$ cat src/rtl/wsmfb_pkg.sv
// Package for the masked frame builder: shared types, codes and constants.
// Used by every module of the block; depends on nothing.
`default_nettype none

package wsmfb_pkg;

  // Widths of the stream fields
  localparam int unsigned LEN_W    = 63;
  localparam int unsigned BYTE_W   = 8;
  localparam int unsigned KEY_W    = 32;
  localparam int unsigned OPCODE_W = 4;
  localparam int unsigned S_DATA_W = 72;  // frame_length + payload_byte, padded to bytes
  localparam int unsigned SEC_W    = 2;
  localparam int unsigned CFG_IDX_W  = 1;
  localparam int unsigned CFG_DATA_W = 32;
  localparam int unsigned STEP_W   = 4;   // counts header bytes, at most 14

  // Configuration register indexes
  localparam logic [CFG_IDX_W-1:0] REG_MASK_KEY = 1'b0;
  localparam logic [CFG_IDX_W-1:0] REG_OPCODE   = 1'b1;

  // Reset values of the configuration registers
  localparam logic [KEY_W-1:0]    MASK_KEY_RESET = 32'h1234_5678;
  localparam logic [OPCODE_W-1:0] OPCODE_RESET   = 4'h1;

  // Header constants
  localparam logic [BYTE_W-1:0] FIN_BIT     = 8'h80;
  localparam logic [BYTE_W-1:0] MASK_BIT    = 8'h80;
  localparam logic [6:0]        LEN_CODE_16 = 7'd126;
  localparam logic [6:0]        LEN_CODE_64 = 7'd127;
  localparam logic [LEN_W-1:0]  LEN_MAX_SHORT = 63'd125;
  localparam logic [LEN_W-1:0]  LEN_LIMIT_16  = 63'd65536;

  // Header length before the key bytes, per length class
  localparam logic [STEP_W-1:0] HDR_LEN_SHORT = 4'd2;
  localparam logic [STEP_W-1:0] HDR_LEN_16    = 4'd4;
  localparam logic [STEP_W-1:0] HDR_LEN_64    = 4'd10;
  localparam logic [STEP_W-1:0] KEY_BYTES     = 4'd4;

  localparam int unsigned QUEUE_DEPTH = 4;

  typedef enum logic {
    CMD_START   = 1'b0,
    CMD_PAYLOAD = 1'b1
  } cmd_e;

  typedef enum logic [SEC_W-1:0] {
    SEC_HEADER  = 2'd0,
    SEC_KEY     = 2'd1,
    SEC_PAYLOAD = 2'd2
  } section_e;

  typedef enum logic [1:0] {
    LEN_SHORT = 2'd0,
    LEN_16    = 2'd1,
    LEN_64    = 2'd2
  } len_class_e;

  // One queued job: a frame start or one masked payload byte
  typedef struct packed {
    cmd_e               kind;
    len_class_e         lclass;
    logic               len_zero;
    logic [LEN_W-1:0]   len;
    logic [BYTE_W-1:0]  data;
    logic               last;
  } entry_t;

  // Key byte at a position; first byte in the top bits
  function automatic logic [BYTE_W-1:0] key_byte(logic [KEY_W-1:0] key, logic [1:0] pos);
    logic [BYTE_W-1:0] b;
    case (pos)
      2'd0:    b = key[31:24];
      2'd1:    b = key[23:16];
      2'd2:    b = key[15:8];
      default: b = key[7:0];
    endcase
    return b;
  endfunction

endpackage

`default_nettype wire

$ cat src/rtl/websocket_masked_frame_builder.sv
// Top level of the masked client frame builder: configuration registers,
// front end, job queue and byte emitter. Depends on wsmfb_pkg and submodules.
//
// A start command (tuser = 0) turns into the frame header: the FIN/opcode
// byte, the masked length byte with 0, 2 or 8 big-endian extended length
// bytes, then the four key bytes, i.e. 6, 8 or 14 output transfers. A payload
// command (tuser = 1) gives one masked byte; with no frame open it is taken
// and dropped. Input is taken every cycle while the job queue has room; the
// emitter puts out one byte per cycle while the receiver is ready, so payload
// streams run at one byte per cycle unless stalled. Output is registered; an
// input goes through the job queue and the output register. Configuration
// writes are always accepted and should be made while the block is idle.
`default_nettype none

module websocket_masked_frame_builder #(
  parameter int unsigned QueueDepth = wsmfb_pkg::QUEUE_DEPTH
) (
  input  logic                               clk_i,
  input  logic                               rst_ni,
  input  logic                               s_axis_tvalid,
  output logic                               s_axis_tready,
  // tdata: frame_length [62:0], payload_byte [70:63], zero [71]
  input  logic [wsmfb_pkg::S_DATA_W-1:0]     s_axis_tdata,
  // tuser: command
  input  logic                               s_axis_tuser,
  output logic                               m_axis_tvalid,
  input  logic                               m_axis_tready,
  // tdata: out_byte
  output logic [wsmfb_pkg::BYTE_W-1:0]       m_axis_tdata,
  // tuser: section
  output logic [wsmfb_pkg::SEC_W-1:0]        m_axis_tuser,
  output logic                               m_axis_tlast,
  input  logic                               cfg_valid_i,
  output logic                               cfg_ready_o,
  input  logic [wsmfb_pkg::CFG_IDX_W-1:0]    cfg_index_i,
  input  logic [wsmfb_pkg::CFG_DATA_W-1:0]   cfg_data_i
);
  import wsmfb_pkg::*;

  logic [KEY_W-1:0]    mask_key_q;
  logic [OPCODE_W-1:0] opcode_q;
  logic                q_push, q_ready, q_pop, q_valid;
  entry_t              push_entry, head_entry;

  assign cfg_ready_o = 1'b1;

  // Write configuration registers
  always_ff @(posedge clk_i or negedge rst_ni) begin
    if (!rst_ni) begin
      mask_key_q <= MASK_KEY_RESET;
      opcode_q   <= OPCODE_RESET;
    end else if (cfg_valid_i && cfg_ready_o) begin
      unique case (cfg_index_i)
        REG_MASK_KEY: mask_key_q <= cfg_data_i[KEY_W-1:0];
        REG_OPCODE:   opcode_q   <= cfg_data_i[OPCODE_W-1:0];
        default: ;
      endcase
    end
  end

  wsmfb_front u_front (
    .clk_i         (clk_i),
    .rst_ni        (rst_ni),
    .s_axis_tvalid (s_axis_tvalid),
    .s_axis_tready (s_axis_tready),
    .s_axis_tdata  (s_axis_tdata),
    .s_axis_tuser  (s_axis_tuser),
    .mask_key_i    (mask_key_q),
    .q_ready_i     (q_ready),
    .q_push_o      (q_push),
    .q_entry_o     (push_entry)
  );

  wsmfb_queue #(
    .Depth (QueueDepth)
  ) u_queue (
    .clk_i   (clk_i),
    .rst_ni  (rst_ni),
    .push_i  (q_push),
    .entry_i (push_entry),
    .ready_o (q_ready),
    .pop_i   (q_pop),
    .valid_o (q_valid),
    .entry_o (head_entry)
  );

  wsmfb_back u_back (
    .clk_i         (clk_i),
    .rst_ni        (rst_ni),
    .q_valid_i     (q_valid),
    .q_entry_i     (head_entry),
    .q_pop_o       (q_pop),
    .mask_key_i    (mask_key_q),
    .opcode_i      (opcode_q),
    .m_axis_tvalid (m_axis_tvalid),
    .m_axis_tready (m_axis_tready),
    .m_axis_tdata  (m_axis_tdata),
    .m_axis_tuser  (m_axis_tuser),
    .m_axis_tlast  (m_axis_tlast)
  );

endmodule

`default_nettype wire

$ cat src/rtl/wsmfb_front.sv
// Front end of the frame builder: accepts commands, tracks the open frame,
// masks payload bytes and queues jobs. Depends on wsmfb_pkg.
`default_nettype none

module wsmfb_front (
  input  logic                               clk_i,
  input  logic                               rst_ni,
  input  logic                               s_axis_tvalid,
  output logic                               s_axis_tready,
  // tdata: frame_length [62:0], payload_byte [70:63], zero [71]
  input  logic [wsmfb_pkg::S_DATA_W-1:0]     s_axis_tdata,
  // tuser: command
  input  logic                               s_axis_tuser,
  input  logic [wsmfb_pkg::KEY_W-1:0]        mask_key_i,
  input  logic                               q_ready_i,
  output logic                               q_push_o,
  output wsmfb_pkg::entry_t                  q_entry_o
);
  import wsmfb_pkg::*;

  logic [LEN_W-1:0]  remain_q, remain_d;
  logic [1:0]        pos_q, pos_d;
  logic              accept;
  logic              open_frame;
  logic [LEN_W-1:0]  len;
  logic [BYTE_W-1:0] pbyte;
  cmd_e              cmd;

  assign s_axis_tready = q_ready_i;
  assign accept = s_axis_tvalid && s_axis_tready;
  assign len    = s_axis_tdata[LEN_W-1:0];
  assign pbyte  = s_axis_tdata[LEN_W +: BYTE_W];
  assign cmd    = cmd_e'(s_axis_tuser);
  assign open_frame = (remain_q != '0);

  // Classify the command and build the queued job
  always_comb begin
    remain_d = remain_q;
    pos_d    = pos_q;
    q_push_o = 1'b0;
    q_entry_o.kind     = cmd;
    q_entry_o.len      = len;
    q_entry_o.len_zero = (len == '0);
    q_entry_o.data     = pbyte ^ key_byte(mask_key_i, pos_q);
    q_entry_o.last     = (remain_q == LEN_W'(1));
    if (len <= LEN_MAX_SHORT) begin
      q_entry_o.lclass = LEN_SHORT;
    end else if (len < LEN_LIMIT_16) begin
      q_entry_o.lclass = LEN_16;
    end else begin
      q_entry_o.lclass = LEN_64;
    end
    if (accept) begin
      unique case (cmd)
        CMD_START: begin
          remain_d = len;
          pos_d    = 2'd0;
          q_push_o = 1'b1;
        end
        CMD_PAYLOAD: begin
          // drop a payload byte when no frame is open
          if (open_frame) begin
            remain_d = remain_q - LEN_W'(1);
            pos_d    = pos_q + 2'd1;
            q_push_o = 1'b1;
          end
        end
        default: ;
      endcase
    end
  end

  // Hold the frame tracking state
  always_ff @(posedge clk_i or negedge rst_ni) begin
    if (!rst_ni) begin
      remain_q <= '0;
      pos_q    <= '0;
    end else begin
      remain_q <= remain_d;
      pos_q    <= pos_d;
    end
  end

endmodule

`default_nettype wire

$ cat src/rtl/wsmfb_queue.sv
// Short job queue between the front end and the byte emitter.
// Depends on wsmfb_pkg for the job type.
`default_nettype none

module wsmfb_queue #(
  parameter int unsigned Depth = wsmfb_pkg::QUEUE_DEPTH
) (
  input  logic              clk_i,
  input  logic              rst_ni,
  input  logic              push_i,
  input  wsmfb_pkg::entry_t entry_i,
  output logic              ready_o,
  input  logic              pop_i,
  output logic              valid_o,
  output wsmfb_pkg::entry_t entry_o
);
  import wsmfb_pkg::*;

  localparam int unsigned PtrW = (Depth > 1) ? $clog2(Depth) : 1;
  localparam int unsigned CntW = $clog2(Depth + 1);

  entry_t            slots_q [Depth];
  logic [PtrW-1:0]   wr_ptr_q, rd_ptr_q;
  logic [CntW-1:0]   count_q;
  logic              do_push, do_pop;

  assign ready_o = (count_q != CntW'(Depth));
  assign valid_o = (count_q != '0);
  assign entry_o = slots_q[rd_ptr_q];
  assign do_push = push_i && ready_o;
  assign do_pop  = pop_i && valid_o;

  // Store the incoming job
  always_ff @(posedge clk_i) begin
    if (do_push) begin
      slots_q[wr_ptr_q] <= entry_i;
    end
  end

  // Advance pointers and fill count
  always_ff @(posedge clk_i or negedge rst_ni) begin
    if (!rst_ni) begin
      wr_ptr_q <= '0;
      rd_ptr_q <= '0;
      count_q  <= '0;
    end else begin
      if (do_push) begin
        wr_ptr_q <= (wr_ptr_q == PtrW'(Depth - 1)) ? '0 : wr_ptr_q + PtrW'(1);
      end
      if (do_pop) begin
        rd_ptr_q <= (rd_ptr_q == PtrW'(Depth - 1)) ? '0 : rd_ptr_q + PtrW'(1);
      end
      case ({do_push, do_pop})
        2'b10:   count_q <= count_q + CntW'(1);
        2'b01:   count_q <= count_q - CntW'(1);
        default: ;
      endcase
    end
  end

endmodule

`default_nettype wire

$ cat src/rtl/wsmfb_back.sv
// Byte emitter of the frame builder: expands queued jobs into frame bytes
// and drives the registered output stream. Depends on wsmfb_pkg.
`default_nettype none

module wsmfb_back (
  input  logic                             clk_i,
  input  logic                             rst_ni,
  input  logic                             q_valid_i,
  input  wsmfb_pkg::entry_t                q_entry_i,
  output logic                             q_pop_o,
  input  logic [wsmfb_pkg::KEY_W-1:0]      mask_key_i,
  input  logic [wsmfb_pkg::OPCODE_W-1:0]   opcode_i,
  output logic                             m_axis_tvalid,
  input  logic                             m_axis_tready,
  // tdata: out_byte
  output logic [wsmfb_pkg::BYTE_W-1:0]     m_axis_tdata,
  // tuser: section
  output logic [wsmfb_pkg::SEC_W-1:0]      m_axis_tuser,
  output logic                             m_axis_tlast
);
  import wsmfb_pkg::*;

  logic [STEP_W-1:0] step_q, step_d;
  logic              out_valid_q;
  logic [BYTE_W-1:0] out_byte_q;
  section_e          out_sec_q;
  logic              out_last_q;

  logic              out_load;
  logic [STEP_W-1:0] hdr_len, step_last;
  logic [2:0]        len_idx;
  logic [1:0]        key_idx;
  logic [63:0]       len64;
  logic [BYTE_W-1:0] nxt_byte;
  section_e          nxt_sec;
  logic              nxt_last;
  logic              job_done;

  assign out_load = !out_valid_q || m_axis_tready;
  assign len64    = {1'b0, q_entry_i.len};

  // Header length for this length class
  always_comb begin
    unique case (q_entry_i.lclass)
      LEN_SHORT: hdr_len = HDR_LEN_SHORT;
      LEN_16:    hdr_len = HDR_LEN_16;
      LEN_64:    hdr_len = HDR_LEN_64;
      default:   hdr_len = HDR_LEN_64;
    endcase
  end

  assign step_last = hdr_len + KEY_BYTES - STEP_W'(1);
  assign len_idx   = 3'(hdr_len - STEP_W'(1) - step_q);
  assign key_idx   = 2'(step_q - hdr_len);

  // Select the next frame byte
  always_comb begin
    nxt_byte = q_entry_i.data;
    nxt_sec  = SEC_PAYLOAD;
    nxt_last = q_entry_i.last;
    job_done = 1'b1;
    if (q_entry_i.kind == CMD_START) begin
      job_done = (step_q == step_last);
      nxt_last = job_done && q_entry_i.len_zero;
      if (step_q < hdr_len) begin
        nxt_sec = SEC_HEADER;
        if (step_q == '0) begin
          nxt_byte = FIN_BIT | {4'h0, opcode_i};
        end else if (step_q == STEP_W'(1)) begin
          unique case (q_entry_i.lclass)
            LEN_SHORT: nxt_byte = MASK_BIT | {1'b0, q_entry_i.len[6:0]};
            LEN_16:    nxt_byte = MASK_BIT | {1'b0, LEN_CODE_16};
            default:   nxt_byte = MASK_BIT | {1'b0, LEN_CODE_64};
          endcase
        end else begin
          nxt_byte = len64[{len_idx, 3'b000} +: BYTE_W];
        end
      end else begin
        nxt_sec  = SEC_KEY;
        nxt_byte = key_byte(mask_key_i, key_idx);
      end
    end
  end

  assign q_pop_o = q_valid_i && out_load && job_done;

  // Step through header and key bytes of a start job
  always_comb begin
    step_d = step_q;
    if (q_valid_i && out_load && (q_entry_i.kind == CMD_START)) begin
      step_d = job_done ? '0 : step_q + STEP_W'(1);
    end
  end

  always_ff @(posedge clk_i or negedge rst_ni) begin
    if (!rst_ni) begin
      step_q      <= '0;
      out_valid_q <= 1'b0;
    end else begin
      step_q <= step_d;
      if (out_load) begin
        out_valid_q <= q_valid_i;
      end
    end
  end

  // Load the output register
  always_ff @(posedge clk_i) begin
    if (out_load) begin
      out_byte_q <= nxt_byte;
      out_sec_q  <= nxt_sec;
      out_last_q <= nxt_last;
    end
  end

  assign m_axis_tvalid = out_valid_q;
  assign m_axis_tdata  = out_byte_q;
  assign m_axis_tuser  = out_sec_q;
  assign m_axis_tlast  = out_last_q;

endmodule

`default_nettype wire

$ cat config.mk
export PLATFORM = sky130hd
export DESIGN_NAME = websocket_masked_frame_builder
export DESIGN_NICKNAME = d
export VERILOG_FILES = /design/src/rtl/wsmfb_pkg.sv /design/src/rtl/websocket_masked_frame_builder.sv /design/src/rtl/wsmfb_front.sv /design/src/rtl/wsmfb_queue.sv /design/src/rtl/wsmfb_back.sv
export SDC_FILE = /design/constraint.sdc
export NUM_CORES = 1
export LEC_CHECK = 0
export BUFFER_PORTS_ARGS = -buffer_cell sky130_fd_sc_hd__buf_2
export CAP_MARGIN = 25
export CORE_MARGIN = 2
export CORE_UTILIZATION = 58
export CTS_CLUSTER_SIZE = 24
export DETAILED_ROUTE_END_ITERATION = 10
export HOLD_SLACK_MARGIN = 0.12
export PLACE_DENSITY = 0.75
export SLEW_MARGIN = 30
export SYNTH_ARGS = -nofsm -noshare
export SYNTH_HDL_FRONTEND = slang
export SYNTH_HIERARCHICAL = 1
export SYNTH_SLANG_ARGS = --single-unit
$ cat constraint.sdc
create_clock -name clk_i -period 6.25 [get_ports clk_i]
set_input_delay 0.3125 -clock clk_i [delete_from_list [all_inputs] [get_ports clk_i]]
set_output_delay 0.3125 -clock clk_i [all_outputs]
set_load 0.005 [all_outputs]
# After elaboration in Yosys (flattened, before gate mapping)
# Memory sizes are Yosys's and may differ from the RTL's.
# Index checks and enable logic that the tools add are counted.
dict set report totals {
  regBits 124
  mem_bits_rw 304
  out_inout_bits 14
  word_cells 93
  n_memories 1
}
# memory depth word_bits read_ports rd_clocked_by_memory_dff wr line_no
set mem_list {}
lappend mem_list {u_queue.slots_q 4 76 1 0 1 wsmfb_queue.sv:22} ;# entry_t slots_q [Depth];
dict set report classes {
  addsub 12
  order_cmp 3
  eq_ne 14
  n_shift 1
  mux 26
  bitwise_logic 4
  n_reduce_logical 20
}
# cell count
set ops {}
lappend ops {{one-hot mux 63 bit (2 select lines)} 1}
lappend ops {{indexed part select 64 x 7 -> 8 bit} 1}
lappend ops {{== test 63 x 1 -> 1 bit (second input constant)} 1}
lappend ops {{less-or-equal comparator 63 x 7 -> 1 bit (second input constant)} 1}
lappend ops {{logical NOT 63 bit} 1}
lappend ops {{less-than comparator 63 x 17 -> 1 bit (second input constant)} 1}
lappend ops {{two-way mux 63 bit} 1}
lappend ops {{nonzero test 63 bit} 1}
lappend ops {{subtractor 63 x 1 -> 63 bit (second input constant)} 1}
lappend ops {{one-hot mux 8 bit (3 select lines)} 2}
lappend ops {{two-way mux 8 bit} 4}
lappend ops {{one-hot mux 7 bit (2 select lines)} 1}
lappend ops {{== test 2 bit (second input constant)} 5}
lappend ops {{two-way mux 2 bit} 5}
lappend ops {{== test 2 x 1 -> 1 bit (second input constant)} 4}
lappend ops {{one-hot mux 4 bit (2 select lines)} 1}
lappend ops {{bitwise XOR 8 bit} 1}
lappend ops {{logical AND 1 bit} 7}
lappend ops {{two-way mux 1 bit} 7}
lappend ops {{adder 2 x 1 -> 2 bit (second input constant)} 3}
lappend ops {{logical NOT 2 bit} 3}
lappend ops {{one-hot mux 3 bit (2 select lines)} 1}
lappend ops {{AND reduction 2 bit} 3}
lappend ops {{subtractor 3 x 1 -> 3 bit (second input constant)} 2}
lappend ops {{other kinds (20)} 22}

# Depth between registers and ports, before layout
# An unclocked memory read counts as a cell.
dict set report logic_depth {
  ltp_word 11
  depth_mapped 21
  mapped_depth_nobuf 15
}

# Modules after synthesis
# Netlist, hierarchy kept.
# mod instances cells_per_inst area_per_inst_um2
set modules_own_cells {}
lappend modules_own_cells {wsmfb_queue 1 438 11400.9}
lappend modules_own_cells {wsmfb_front 1 674 5220.0}
lappend modules_own_cells {wsmfb_back 1 178 1835.5}
lappend modules_own_cells {websocket_masked_frame_builder 1 80 1536.5}

# Worst setup path before layout
# Ideal clock, no wire load.
dict set report synth_path {
  kind {reg2reg}
  from {register u_queue.rd_ptr_q[0]}
  to {register u_queue.count_q[2]}
  setup_time_ns 0.079
  arrival_ns 4.015
  t_required_ns 6.171
  setup_slack_ns 2.156
  path_stages_with_launch 22
  period_less_slack_ns 4.094
  cell_sequence {dfrtp_1 -> buf_2 -> buf_6 -> buf_6 -> mux4_2 -> clkbuf_1 -> inv_1 -> nand2_1 -> ha_1 -> buf_6 -> buf_8 -> buf_2 -> nor3_1 -> o211a_1 -> nand2_1 -> inv_1 -> ha_1 -> inv_1 -> fa_1 -> xor2_1 -> nor2_1 -> xor2_1}
}
# element line_no
set synth_lines {}
lappend synth_lines {{start: declaration} wsmfb_queue.sv:23} ;# logic [PtrW-1:0] wr_ptr_q, rd_ptr_q;
lappend synth_lines {{start signal: assignment} wsmfb_queue.sv:51} ;# rd_ptr_q <= (rd_ptr_q == PtrW'(Depth - 1)) ? '0 : rd_ptr_q + PtrW'(1);
lappend synth_lines {{end signal: assignment} wsmfb_queue.sv:54} ;# 2'b10: count_q <= count_q + CntW'(1);
lappend synth_lines {{end signal: assignment} wsmfb_queue.sv:55} ;# 2'b01: count_q <= count_q - CntW'(1);
lappend synth_lines {{end: declaration} wsmfb_queue.sv:24} ;# logic [CntW-1:0] count_q;

# Worst setup path in the final report
dict set report layout_path {
  from {register u_front.remain_q[9]}
  to {register u_queue.count_q[2]}
}
dict set report layout_via {
  elab_chain_len 7
  elab_cells_between_ends 9
  classes_between {eq/ne (2); mux (4); reduce/logical (3)}
}
# element line_no
set layout_rtl {}
lappend layout_rtl {{start: declaration} wsmfb_front.sv:21} ;# logic [LEN_W-1:0] remain_q, remain_d;
lappend layout_rtl {{start signal: assignment} wsmfb_front.sv:79} ;# remain_q <= remain_d;
lappend layout_rtl {{nonzero test 63 bit *} wsmfb_front.sv:34} ;# assign open_frame = (remain_q != '0);
lappend layout_rtl {{two-way mux 1 bit *} wsmfb_front.sv:62} ;# if (open_frame) begin
lappend layout_rtl {{one-hot mux 1 bit (2 select lines) *} wsmfb_front.sv:54} ;# unique case (cmd)
lappend layout_rtl {{two-way mux 1 bit *} wsmfb_front.sv:53} ;# if (accept) begin
lappend layout_rtl {{via q_push} websocket_masked_frame_builder.sv:42} ;# logic q_push, q_ready, q_pop, q_valid;
lappend layout_rtl {{logical AND 1 bit *} wsmfb_queue.sv:30} ;# assign do_push = push_i && ready_o;
lappend layout_rtl {{== test 2 x 1 -> 1 bit / == test 2 bit (equally long branches)} wsmfb_queue.sv:53} ;# case ({do_push, do_pop})
lappend layout_rtl {{one-hot mux 3 bit (2 select lines) / nonzero test 2 bit (equally long branches)} n/a}
# The timed path passes the listed nets; every way through them passes the cells marked *.
# A chain may end at the register's enable or synchronous reset.

==> run metrics <==
Static Leak=8.05 nW; first-pass GRT wire length=75.4 mm; Area growth syn-to-layout=13.8%; Tcrit/Tclk final=0.720; via count=12,900; Reg clk slew, reported paths=0.06 ns; Max-Cap Viols=0; syn_nets=1,500; Placement Rows=67; final hold slack=0.141 ns; DP HPWL=30.6 mm; CP max-delay cell=buf_4; Yosys top cell by area=edfxtp_1; setup violation total in the final timing report=0; crit path capture type=flip-flop; status=finished, final reports clean; PwrDens=458 mW/mm^2; Synth area leaders=edfxtp_1 (47%), dfrtp_1 (12%), mux4_2 (10%); min Tclk post-route=4.50 ns; fill cell count=2,257; CP Data Required Time=6.70 ns; min-delay worst type=in -> reg; worst-path maximum fanout=80; count of unique library cells instantiated by Yosys=78; Final nets=1,627; largest net degree at the start of global routing=113; Final ANT Viol Nets=0; Die Ht=190 microns; Die X=190 microns; Yosys reg bits=428; core area=0.0337 sq mm; clock root buffer master=clkbuf_16; CTS tree=built; VDD IR max=0.329 mV; total CTS buffers=43; Yosys Warn Count=6; H-Tree Level Count=2; layout cell share with drive strength beyond 1=0.244; sequential area share after synthesis=0.615; GR Util All Layers=0.277; Primary FF master, synth=edfxtp_1; CP max stage delay=0.70 ns; setup bufs post-CTS=0; final WL=49.2 mm; Critical Path AT=4.95 ns; drt initial violations=1,625; number of global-route vias before repair=12,800; synthesized area per cell=14.6 sq um; I/O Buffers=122; Synth top area share=0.473; final setup TNS=0 ns; skew final=0.0301 ns; CP Cell Sequence=nor3_1, nand4_1, or3_1, o31ai_4, buf_4, inv_2, and2_4, inv_1, ha_1, inv_1, fa_1, xor2_1, nor2_1, xor2_1; clk sinks=428; Clock Tree Buf Depth=3; post-cts resize count=0; highest clock rate=222 MHz; crit path kind=reg -> reg; grt ovf=0; GPL Wtd Cong=0.910; clk_lat worst skew=0.55 ns; Die Area=0.0360 sq mm; Final Max Tran Viols=0; drt drc=0; RSZ-0062 raised after global routing=no; Starting Density=0.593; mean routed wirelength per cell=24.8 microns; Slew headroom=0.331; Slew @ Worst Pin=0.995 ns; CP Launch Type=flip-flop; post-route core utilization=0.675; final hold vios=0; initial antenna violation count=1; Synth Instances=1,370; vias per cell=6.52; drt pass-1 iters=6; Post-synth EDFFs=315; ys async rst share=0.264; Synth Cell Area=0.0200 sq mm; IO Pins=125
report_power, final:
part           internal, mW  switching [mW]  leakage (nW)
logic                  1.56            1.94          3.16
clock network          1.57            1.05         0.702
registers              3.87           0.431          4.18
total                  7.00            3.43          8.05
repair_timing:
item | in CTS | in global routing
hold buffers | 82 | 0
hold endpoints to repair | 264 | 0
setup endpoints to repair | 0 | 0
cell usage after synthesis (all sizes together), types with 31 or more instances:
master,n
a21oi,75
buf,109
clkbuf,33
dfrtp,99
edfxtp,315
inv,31
mux2,41
mux4,95
nand2,75
nor2,68
nor3,38
nor4,34
o21ai,46
cell usage in the layout (no fill, tap or decap), types with 5 or more instances in the layout:
cell type	Yosys	final
nor4_1	32	32
a222oi_1	8	8
xor2_1	11	11
o21ai_0	42	42
mux2_4	32	32
clkbuf_16	0	45
mux2_2	8	8
nor2b_1	10	10
buf_2	23	120
o22a_1	15	15
a22oi_1	6	6
edfxtp_1	315	315
nand4_1	14	14
a2111oi_0	5	5
and3_1	8	8
mux4_2	91	91
or4_1	5	5
inv_1	30	30
a2bb2oi_1	19	19
o21a_1	5	5
or3_1	13	13
buf_4	70	15
nor3_1	38	37
nand2_1	75	75
nand3_1	27	27
clkbuf_1	33	9
a31oi_1	17	17
dfrtp_1	99	97
o22ai_1	23	23
ha_1	18	17
nand2b_1	9	9
dlygate4sd3_1	0	82
nand3b_1	6	6
buf_6	6	5
bufinv_16	0	5
a21oi_1	74	74
mux2i_1	14	14
dfstp_2	14	14
nor2_1	68	68
clkinv_1	0	6
logic make-up (layout without fill, tap and decap cells):
kind of cell,Yosys count,in the layout,share of synthesized area
DFF,428,428,0.615
xor gates and xnor gates,15,15,0.00657
buffers and inverters,173,334,0.0523
muxes,150,150,0.144
other,1,2,0.000188
adders and majority gates,19,19,0.0123
AOI/OAI and AO/OA,252,252,0.0837
and+or+nand+nor,332,332,0.0856
area by class of cell:
cell class,count,area (sq um),share of cell area
Timing Repair Buffer,224,1650,0.0723
Multi-Input combinational cell,769,6670,0.293
Inverter,31,116,0.00511
Clock buffer,58,1210,0.0534
Sequential cell,428,12300,0.541
Clock inverter,21,241,0.0106
Antenna cell,1,2.50,0.000110
Tap cell,448,561,0.0246
final timing paths:
check                      slack, ns                start  depth (start not counted)                      to
setup / recovery                1.75  u_front/remain_q[9]                         14      u_queue/count_q[2]
hold / removal                  0.14      s_axis_tdata[5]                          1  u_queue/slots_q[3][14]
setup reg to reg                1.75  u_front/remain_q[9]                         14      u_queue/count_q[2]
hold reg to reg                 0.48   u_queue/count_q[2]                          1      u_queue/count_q[2]
max in group asynchronous       4.78               rst_ni                          3    u_front/remain_q[40]
min in group asynchronous       0.35               rst_ni                          2          mask_key_q[22]
flip-flops by register name (all words and copies together) (netlist names):
register / flops
u_queue/wr_ptr_q: 2
u_queue/rd_ptr_q: 2
u_front/pos_q: 2
u_back/m_axis_tvalid: 1
u_back/m_axis_tlast: 1
u_back/step_q: 4
mask_key_q: 32
u_queue/slots_q: 304
opcode_q: 4
u_queue/count_q: 3
u_back/m_axis_tuser: 2
u_back/m_axis_tdata: 8
u_front/remain_q: 63
through the flow:
step | cells | total power [mW] | setup WS (ns) | instance area [sq um]
4_1_cts | 1979 | 10.5 | 1.82 | 22700
3_5_place_dp | 1818 | 7.76 | 1.86 | 20500
3_3_place_gp | 1816 | 7.64 | 1.91 | 20400
2_1_floorplan | 1370 | 6.78 | 2.16 | 20000
6_report | 1980 | 10.4 | 1.75 | 22800
5_1_grt | 1980 | 10.9 | 1.40 | 22800
critical path, delay by kind of cell, from the launching register on:
family          cells  cell delay, ns
simple gates        5            1.81
buf+inv             4            1.10
fa+ha+maj           2            0.54
flops               1            0.42
xor+xnor            2            0.31
compound gates      1            0.23
layer usage:
layer  track usage  vias to the layer above  wire, microns
li1              -                     5584              -
met3        0.0511                      125           4380
met5             0                        -              0
met4         0.104                        0           1810
met1         0.392                     6492          19500
met2         0.435                      708          23500
(Power assumes the default switching activity.)
